## config.mk

```make
export PLATFORM = sky130hd
export DESIGN_NAME = ssbm_ctrl
export DESIGN_NICKNAME = d
export VERILOG_FILES = /design/src/hdl/ssbm_pkg.sv /design/src/hdl/ssbm_ctrl.sv
export VERILOG_INCLUDE_DIRS = /design/src /design/src/hdl
export SDC_FILE = /design/constraint.sdc
export NUM_CORES = 1
export LEC_CHECK = 0
export ABC_AREA = 1
export BUFFER_PORTS_ARGS = -buffer_cell sky130_fd_sc_hd__buf_2
export CAP_MARGIN = 30
export CORE_MARGIN = 5
export CORE_UTILIZATION = 52
export CTS_CLUSTER_DIAMETER = 50
export DETAILED_ROUTE_END_ITERATION = 10
export PLACE_DENSITY = 0.93
export SETUP_SLACK_MARGIN = 0.15
export SYNTH_ARGS = -nofsm -noshare
export SYNTH_HDL_FRONTEND = slang
export SYNTH_SLANG_ARGS = --single-unit
```

## constraint.sdc

```tcl
create_clock -name clk -period 3 [get_ports clk]
set_clock_uncertainty 0.05 [all_clocks]
set_input_delay 0.15 -clock clk [delete_from_list [all_inputs] [get_ports clk]]
set_output_delay 0.15 -clock clk [all_outputs]
set_load 0.02 [all_outputs]
```

## src/hdl/stable_sort_by_magnitude_macros.svh

```systemverilog
// Assertion macros shared by the stable_sort_by_magnitude RTL.
// Expects signals named clk and rst_n in the module that uses them.
`ifndef STABLE_SORT_BY_MAGNITUDE_MACROS_SVH
`define STABLE_SORT_BY_MAGNITUDE_MACROS_SVH

// Same-cycle implication, checked out of reset.
`define SSBM_ASSERT_NOW(lbl, ante, cons) \
  lbl: assert property (@(posedge clk) disable iff (!rst_n) (ante) |-> (cons)) \
    else $error("assertion failed");

// Next-cycle implication, checked out of reset.
`define SSBM_ASSERT_NEXT(lbl, ante, cons) \
  lbl: assert property (@(posedge clk) disable iff (!rst_n) (ante) |=> (cons)) \
    else $error("assertion failed");

`endif

```

## src/hdl/ssbm_pkg.sv

```systemverilog
// Shared constants, types and the magnitude function of the magnitude sorter.
// No dependencies; used by ssbm_ctrl, ssbm_dp and stable_sort_by_magnitude.
package ssbm_pkg;

  localparam int DEPTH       = 64;
  localparam int VALUE_WIDTH = 32;
  localparam int AW          = $clog2(DEPTH);
  localparam int CW          = $clog2(DEPTH + 1);
  // run bounds reach lo + 2*width, below four times the depth
  localparam int PW          = AW + 2;

  typedef logic [VALUE_WIDTH-1:0] val_t;
  typedef logic [PW-1:0]          idx_t;
  typedef logic [CW-1:0]          cnt_t;

  typedef struct packed {
    logic load;
    logic sort_init;
    logic pass_next;
    logic run_init;
    logic run_next;
    logic cap_a;
    logic cap_b;
    logic merge;
    logic fetch;
    logic emit_init;
    logic emit_rd;
    logic emit_cap;
    logic emit_adv;
    logic clear;
  } ssbm_cmd_t;

  typedef struct packed {
    logic width_done;
    logic set_done;
    logic run_done;
    logic emit_last;
  } ssbm_sts_t;

  // Unsigned absolute value; the most negative pattern maps to itself.
  function automatic val_t magnitude(input val_t v);
    val_t m;
    m = v[VALUE_WIDTH-1] ? (~v + val_t'(1)) : v;
    return m;
  endfunction

endpackage

```

## src/hdl/ssbm_ctrl.sv

```systemverilog
// Sequencer of the magnitude sorter: load, merge passes and emission.
// Depends on ssbm_pkg and stable_sort_by_magnitude_macros.svh.
`include "stable_sort_by_magnitude_macros.svh"

module ssbm_ctrl (
  input  logic                clk,
  input  logic                rst_n,
  input  logic                in_valid,
  input  logic                in_last,
  output logic                in_ready,
  output logic                out_valid,
  input  logic                out_ready,
  input  ssbm_pkg::ssbm_sts_t sts,
  output ssbm_pkg::ssbm_cmd_t cmd
);

  import ssbm_pkg::*;

  typedef enum logic [9:0] {
    S_IDLE    = 10'b00_0000_0001,
    S_PASS    = 10'b00_0000_0010,
    S_RUN     = 10'b00_0000_0100,
    S_LDA     = 10'b00_0000_1000,
    S_LDB     = 10'b00_0001_0000,
    S_MERGE   = 10'b00_0010_0000,
    S_FETCH   = 10'b00_0100_0000,
    S_EMIT_RD = 10'b00_1000_0000,
    S_EMIT_LD = 10'b01_0000_0000,
    S_EMIT    = 10'b10_0000_0000
  } state_t;

  state_t state_r, state_nxt;

  assign in_ready  = (state_r == S_IDLE);
  assign out_valid = (state_r == S_EMIT);

  always_comb begin
    cmd       = '0;
    state_nxt = state_r;
    unique case (state_r)
      S_IDLE: begin
        if (in_valid) begin
          cmd.load = 1'b1;
          if (in_last) begin
            cmd.sort_init = 1'b1;
            state_nxt     = S_PASS;
          end
        end
      end
      S_PASS: begin
        if (sts.width_done) begin
          cmd.emit_init = 1'b1;
          state_nxt     = S_EMIT_RD;
        end else begin
          state_nxt = S_RUN;
        end
      end
      S_RUN: begin
        if (sts.set_done) begin
          cmd.pass_next = 1'b1;
          state_nxt     = S_PASS;
        end else begin
          cmd.run_init = 1'b1;
          state_nxt    = S_LDA;
        end
      end
      S_LDA: begin
        cmd.cap_a = 1'b1;
        state_nxt = S_LDB;
      end
      S_LDB: begin
        cmd.cap_b = 1'b1;
        state_nxt = S_MERGE;
      end
      S_MERGE: begin
        if (sts.run_done) begin
          cmd.run_next = 1'b1;
          state_nxt    = S_RUN;
        end else begin
          cmd.merge = 1'b1;
          state_nxt = S_FETCH;
        end
      end
      S_FETCH: begin
        cmd.fetch = 1'b1;
        state_nxt = S_MERGE;
      end
      S_EMIT_RD: begin
        cmd.emit_rd = 1'b1;
        state_nxt   = S_EMIT_LD;
      end
      S_EMIT_LD: begin
        cmd.emit_cap = 1'b1;
        state_nxt    = S_EMIT;
      end
      S_EMIT: begin
        if (out_ready) begin
          if (sts.emit_last) begin
            cmd.clear = 1'b1;
            state_nxt = S_IDLE;
          end else begin
            cmd.emit_adv = 1'b1;
            state_nxt    = S_EMIT_RD;
          end
        end
      end
      default: begin
        state_nxt = S_IDLE;
      end
    endcase
  end

  always_ff @(posedge clk) begin
    if (!rst_n) begin
      state_r <= S_IDLE;
    end else begin
      state_r <= state_nxt;
    end
  end

  `SSBM_ASSERT_NOW(a_no_load_during_emit, in_ready, !out_valid)
  `SSBM_ASSERT_NEXT(a_last_starts_sort, in_valid && in_ready && in_last, !in_ready)
  `SSBM_ASSERT_NEXT(a_final_item_frees_input, out_valid && out_ready && sts.emit_last, in_ready)

endmodule

```

== Word-level counts from Yosys, hierarchy flattened ==
Index checks and enable logic that the tools add are counted.

* Register bits: 10
* Bits in latches: 0
* Bits in writable memories: 0
* ROM bits: 0
* Input bits: 9
* Output and inout bits: 16
* Word-level logic and storage cells: 45
* Memories kept: 0

* Add/sub/neg operators: 0
* Multipliers: 0
* Divide/modulo/power cells: 0
* Order comparisons: 0
* Eq/ne operators: 13
* Shifts and indexed selects: 0
* Mux-type cells: 29
* Bitwise operators: 0
* Reduce and logical (&&, ||, !) cells: 2

{| class="wikitable"
|+ Operators with widths
! cell !! count
|-
| 10-bit one-hot mux with 9 select lines || 1
|-
| 10-bit 2-to-1 mux || 3
|-
| 1-bit 2-to-1 mux || 16
|-
| 8-bit 2-to-1 mux || 2
|-
| 10-bit by 1-bit equality test with 1-bit output (second input constant) || 1
|-
| 10-bit equality test (second input constant) || 1
|-
| 10-bit by 2-bit equality test with 1-bit output (second input constant) || 1
|-
| 10-bit by 3-bit equality test with 1-bit output (second input constant) || 1
|-
| 10-bit by 4-bit equality test with 1-bit output (second input constant) || 1
|-
| 10-bit by 5-bit equality test with 1-bit output (second input constant) || 1
|-
| 10-bit by 6-bit equality test with 1-bit output (second input constant) || 1
|-
| 10-bit by 7-bit equality test with 1-bit output (second input constant) || 1
|-
| 10-bit by 8-bit equality test with 1-bit output (second input constant) || 1
|-
| 10-bit by 9-bit equality test with 1-bit output (second input constant) || 1
|-
| 2-bit 2-to-1 mux || 5
|-
| 7-bit 2-to-1 mux || 1
|-
| 4-bit 2-to-1 mux || 1
|-
| 2-bit != test (second input constant) || 2
|-
| 3-bit AND reduction || 1
|-
| 2-bit by 1-bit != test with 1-bit output (second input constant) || 1
|-
| 2-bit OR reduction || 1
|}

== Depth between registers and ports, before layout ==
Gate-level depths: netlist (run 1).

* Depth after elaboration: 3
* Depth in mapped cells: 10
* Mapped depth without buffers: 10

== Worst setup path before layout (run 1) ==
Ideal clock, no wire load.

* Kind: reg2out
* From: register state_r[4]
* To: output port cmd[1] (netlist bit)
* Arrival: 1.235 ns
* Required time: 2.800 ns
* Slack: 1.565 ns
* Stages on the path, launching flop included: 6
* Buffers on the path: 0
* Cell sequence: dfxtp_1 > nor2_2 > nand2_4 > nor2_4 > nand2_4 > nor3_1

{| class="wikitable"
|+ RTL lines
! element !! RTL line !! source
|-
| start, declared || ssbm_ctrl.sv:32 || <nowiki>state_t state_r, state_nxt;</nowiki>
|-
| start signal, assigned || ssbm_ctrl.sv:117 || <nowiki>state_r <= state_nxt;</nowiki>
|-
| end, declared || ssbm_ctrl.sv:14 || <nowiki>output ssbm_pkg::ssbm_cmd_t cmd</nowiki>
|}

==> results of run 1 <==
per-stage QoR:
stage | instances | instance area, um^2 | util, % | hold WS [ns]
after global placement | 154 | 870 | 66.0 | 0.297
after CTS | 157 | 892 | 67.7 | 0.0288
after global routing | 157 | 892 | 67.7 | 0.0453
final | 157 | 892 | 67.7 | 0.0346
after detailed placement | 154 | 870 | 66.0 | 0.299
after floorplan | 115 | 731 | - | 0.179
per-layer routing:
| layer | vias to the layer above | track usage, % |
|---|---|---|
| met5 | - | 0 |
| met4 | 0 | 10.5 |
| met3 | 6 | 3.01 |
| met2 | 27 | 32.6 |
| met1 | 326 | 20.5 |
| li1 | 395 | - |
report_power, final:
part           internal (W)  switching, W
sequential         0.000171     0.0000397
combinational      0.000190      0.000373
clock             0.0000459     0.0000383
total              0.000406      0.000451
layout make-up:
class / count / area, um^2 / area share (%)
Multi-Input combinational cell: 79 / 423 / 47.4
Sequential cell: 10 / 200 / 22.4
Timing Repair Buffer: 24 / 120 / 13.5
Clock buffer: 3 / 22.5 / 2.52
Tap cell: 15 / 18.8 / 2.10
Inverter: 26 / 108 / 12.1
critical path: cells and delay by family (launching register included):
| kind | cells | cell delay [ns] |
|---|---|---|
| simple gates | 4 | 0.71 |
| buf+inv | 3 | 0.29 |
| flops | 1 | 0.34 |
logic make-up (layout without fill, tap and decap cells):
family	Yosys count	count (layout)	synth area share, %
AOI/OAI and AO/OA	2	2	1.88
buffers and inverters	26	53	14.7
DFF	10	10	27.4
and+or+nand+nor	77	77	56.0
synthesized netlist by cell type (all sizes together):
library cell  instances
nor2                 34
nand2                29
inv                  25
dfxtp                10
nor3                  8
nand4                 2
or2                   2
a21oi                 1
clkinv                1
nand3                 1
nand3b                1
o21ai                 1
worst paths after layout:
check,to,cells after the start
worst min-delay path,state_r[3],2
worst max-delay path,cmd[6],7
worst min register to register,state_r[4],4
worst max register to register,state_r[1],10
==> flow_summary.json, run 1 <==
{
  "outcome": "completed",
  "final_max_slew_viol_count": 0,
  "worstSkewPairLatency_ns": 0.25,
  "syn2layout_area_growth_pct": 22.1,
  "dieArea_um2": 2250,
  "cts_buffers": 3,
  "syn_inst": 115,
  "drt-met1-wl_um": 682,
  "synth_area_um2": 731,
  "end_kind": "primary output",
  "viasPerCell": 4.80,
  "largest_register_ffs": 10,
  "r2r_start": "state_r[2]",
  "ioPinCount": 25,
  "fin_nets": 153,
  "finalSetupViolations": 0,
  "rsz0062_at_grt": "no",
  "crit_chain": "nor2_4 > inv_2 > nor3_2 > nand4_1 > or2_2 > inv_1 > buf_2",
  "ys_types": 20,
  "cts_buffer_depth": 2,
  "antenna_found_initial": 0,
  "worst-path-max-fanout": 5,
  "layout_commonest_cell": "nor2_1",
  "power_per_cell_area_nw_per_um2": 960,
  "arrival_ns": 1.58,
  "highest_layer": "met4",
  "cts_tree": "built",
  "fill_cells": 114,
  "place_ws_ns": 1.50,
  "slew_headroom_pct": 86.6,
  "rrSetupSlack_ns": 1.60,
  "hold_start": "sts[2]",
  "worstPathRequired_ns": 2.80,
  "slowest_stage": "dfxtp_1",
  "drive_above_1_share_pct": 35.9,
  "hold_violations": 0,
  "critPathMaxStageDelay_ns": 0.34,
  "dp_hpwl_mm": 1.39,
  "core-area_um2": 1320,
  "synthesis.nets": 124,
  "wl_met2_um": 749,
  "die_w_um": 47.5,
  "gr-total-overflow": 0,
  "cts_resized": 0,
  "synth_area_leaders": "dfxtp_1 27%, nor2_1 13%, inv_1 11%, nand2_1 11%, nand2_4 9.2%",
  "yosysTopAreaCell": "dfxtp_1",
  "port-buffer-count": 24,
  "drt_iter0_markers": 16,
  "total_leakage_power_nw": 0.560,
  "grt_max_degree": 6,
  "path_class": "reg2out",
  "max_cap_violations": 0,
  "post_cts_buffers": 0,
  "synth_top_cell_area_share_pct": 27.4,
  "h-tree-depth": 1,
  "final_cell_mix": "26 x nor2_1, 24 x buf_2, 22 x inv_1",
  "cts-root-buf": "clkbuf_4",
  "start_util_pct": 55.5,
  "final.setup.worst_slack_ns": 1.22,
  "tns_ns": 0,
  "vias": 754,
  "synth_warnings": 0,
  "clkTransAtPathRegs_ns": 0.06,
  "track_usage_pct": 18.4,
  "chipHeight_um": 47.5,
  "finalCritPeriodShare_pct": 59.3,
  "antenna_left": 0,
  "hold_buffers": 0,
  "total_power_w": 0.000857,
  "drtPass1Iterations": 4,
  "max_flop_register": "state_r",
  "met3_length_um": 105,
  "wire_per_inst_um": 10.1,
  "fmax_mhz": 562,
  "grt_pass1_wl_mm": 2.91,
  "grt_pass1_vias": 742,
  "reg_top3": "state_r (10)",
  "wl_mm": 1.58,
  "hold_path.class": "in2reg",
  "yosysSeqAreaShare_pct": 27.4,
  "routabilityCongestion": 0.860,
  "cts_sinks": 10,
  "start_kind": "flop",
  "worst_slew_pin_slew_ns": 0.200,
  "ys_ff_latch": 10,
  "num_rows": 13,
  "drc": 0,
  "crit_path_start": "state_r[9]",
  "avgSynthCellArea_um2": 6.35,
  "period_minus_slack_ns": 1.78,
  "ir_drop_mv": 0.595,
  "n_antenna_cell": 0
}
Note: power is estimated with default switching activity, not from simulation.
==> inputs of run 2 (changes only) <==
- CORE_ASPECT_RATIO: default -> 0.9
- CORE_UTILIZATION: 52 -> 43
- PLACE_DENSITY: 0.93 -> 0.84
- clock period: 3 -> 1.5 ns (I/O delays scaled with it)
==> run 2 against run 1 <==
Compared with the run above:
- sequential cell count unchanged
- the run now ends with setup timing left
- power increased to 3.4 times the previous value
- largest power group unchanged
- global-route usage increased by 2.3 points
- sequential share of layout area decreased by 7.8 points
- final area increased by 67%
- combinational power increased to 3.9 times the previous value
- critical path depth decreased by 1
- register-to-register slack got worse by 1.7 ns
- first-iteration DRC count increased to 3.6 times the previous value
- clock power increased to 2.9 times the previous value
- cell count increased by 24%
==> flow_summary.json, run 2 (synthesis results as in run 1) <==
{
  "layout_commonest_cell": "buf_6",
  "fmax_mhz": 609,
  "worstHoldPathCells": 3,
  "gr-total-overflow": 0,
  "largest_register_ffs": 10,
  "cts_tree": "built",
  "drive_above_1_share_pct": 69.0,
  "worstPathRequired_ns": 1.37,
  "grtUsageMet3_pct": 3.98,
  "port-buffer-count": 24,
  "dieArea_um2": 2620,
  "start_kind": "flop",
  "num_rows": 14,
  "path_class": "reg2out",
  "hold_violations": 0,
  "start_util_pct": 44.4,
  "rrSetupSlack_ns": -0.14,
  "h-tree-depth": 1,
  "routabilityCongestion": 0.920,
  "hold_path.class": "in2reg",
  "cts_buffers": 3,
  "wl_mm": 3.71,
  "p_clk_share_pct": 8.4,
  "rsz0062_at_grt": "yes",
  "grt_pass1_wl_mm": 3.97,
  "cts_buffer_depth": 2,
  "swShare_pct": 51.3,
  "drtPass1Iterations": 8,
  "power_per_cell_area_nw_per_um2": 1960,
  "ir_drop_mv": 1.61,
  "track_usage_pct": 20.7,
  "final.setup.worst_slack_ns": -0.141,
  "worstSkewPairLatency_ns": 0.26,
  "dp_hpwl_mm": 1.48,
  "reg_top3": "state_r (10)",
  "cell_internal_pwr_w": 0.00142,
  "fill_cells": 76,
  "slew_headroom_pct": 80.0,
  "outcome": "finished with violations",
  "violations": "setup timing",
  "p_comb_share_pct": 75.5,
  "post-route-util_pct": 90.4,
  "n_antenna_cell": 0,
  "placed_cells": 163,
  "cts-root-buf": "clkbuf_4",
  "viasPerCell": 5.61,
  "whs_ns": 0.0708,
  "grt_max_degree": 7,
  "r2r_cells": 12,
  "worst-path-max-fanout": 3,
  "total_leakage_power_nw": 0.798,
  "drt_iter0_markers": 58,
  "chipHeight_um": 49.1,
  "wire_per_inst_um": 19.0,
  "antenna_left": 0,
  "grt_util_met1_pct": 20.8,
  "max_flop_register": "state_r",
  "grt-busiest-layer": "met2",
  "grt_use_met2_pct": 37.1,
  "p_switching_w": 0.00149,
  "final_cell_mix": "24 x buf_6, 19 x buf_4, 17 x nand2_4",
  "vias": 1093,
  "arrival_ns": 1.52,
  "power_frac_seq_pct": 16.1,
  "antenna_found_initial": 0,
  "max_cap_violations": 0,
  "final_max_slew_viol_count": 0,
  "worst_slew_pin_slew_ns": 0.299,
  "cts_sinks": 10,
  "total_power_w": 0.00291,
  "clkTransAtPathRegs_ns": 0.07,
  "period_minus_slack_ns": 1.64,
  "final_cells": 195,
  "core-area_um2": 1650,
  "syn2layout_area_growth_pct": 104,
  "finalCritPeriodShare_pct": 109,
  "grt_pass1_vias": 977,
  "finalSetupViolations": 21,
  "ioPinCount": 25,
  "drc": 0,
  "fin_nets": 181,
  "die_w_um": 53.5,
  "end_kind": "primary output"
}
## run 2: cell types whose count changed in the layout (fill, tap and decap cells not counted), sizes merged
cell / previous run / this run
buf: 24 / 51
clkbuf: 3 / 4
dlygate4sd3: 0 / 1
## run 2: final cells by class
| cell class | count | area [um^2] | area share [%] |
|---|---|---|---|
| Clock buffer | 4 | 36.3 | 2.44 |
| Tap cell | 24 | 30.0 | 2.02 |
| Multi-Input combinational cell | 79 | 634 | 42.6 |
| Inverter | 26 | 108 | 7.23 |
| Sequential cell | 10 | 218 | 14.6 |
| Timing Repair Buffer | 52 | 463 | 31.1 |
## run 2: routing by layer
layer | wire, um | vias up
met2 | 1800 | 114
met3 | 421 | 29
met1 | 1180 | 494
met4 | 299 | 0
li1 | - | 456
met5 | 0 | -
## run 2: worst max-delay path, cell delays in order (launching register included)
cell	delay (ns)
dfxtp_1	0.40
inv_1	0.12
nor3_2	0.16
nand4_1	0.13
or2_4	0.28
inv_2	0.06
buf_6	0.11
## run 2: what timing repair did
item	4_1_cts	5_1_grt
setup buffers	18	9
setup endpoints to repair	22	23
pin swaps	18	15
hold buffers	1	0
cloned	0	0
hold endpoints to repair	1	0
resized for setup	57	50
## run 2: through the flow
stage | area [um^2] | TNS [ns] | worst slack, ns
2_1_floorplan | 747 | 0 | 0.146
3_3_place_gp | 897 | 0 | 0.119
3_5_place_dp | 897 | 0 | 0.0833
4_1_cts | 1240 | -0.217 | -0.0513
5_1_grt | 1490 | -2.61 | -0.228
6_report | 1490 | -1.58 | -0.141
## run 2: worst paths after layout
kind | startpoint | endpoint
max | state_r[5] | cmd[6]
min | rst_n | state_r[7]
max reg2reg | state_r[0] | state_r[0]
min reg2reg | state_r[2] | state_r[4]
## run 2: power groups by stage
| stage | registers [W] | clock network (W) | logic (W) |
|---|---|---|---|
| final | 0.000467 | 0.000246 | 0.00220 |
| after global routing | 0.000476 | 0.000261 | 0.00232 |
| after CTS | 0.000441 | 0.000245 | 0.00151 |
| after detailed placement | 0.000426 | 0 | 0.00113 |
| after global placement | 0.000419 | 0 | 0.00111 |
| after floorplan | 0.000410 | 0 | 0.000924 |
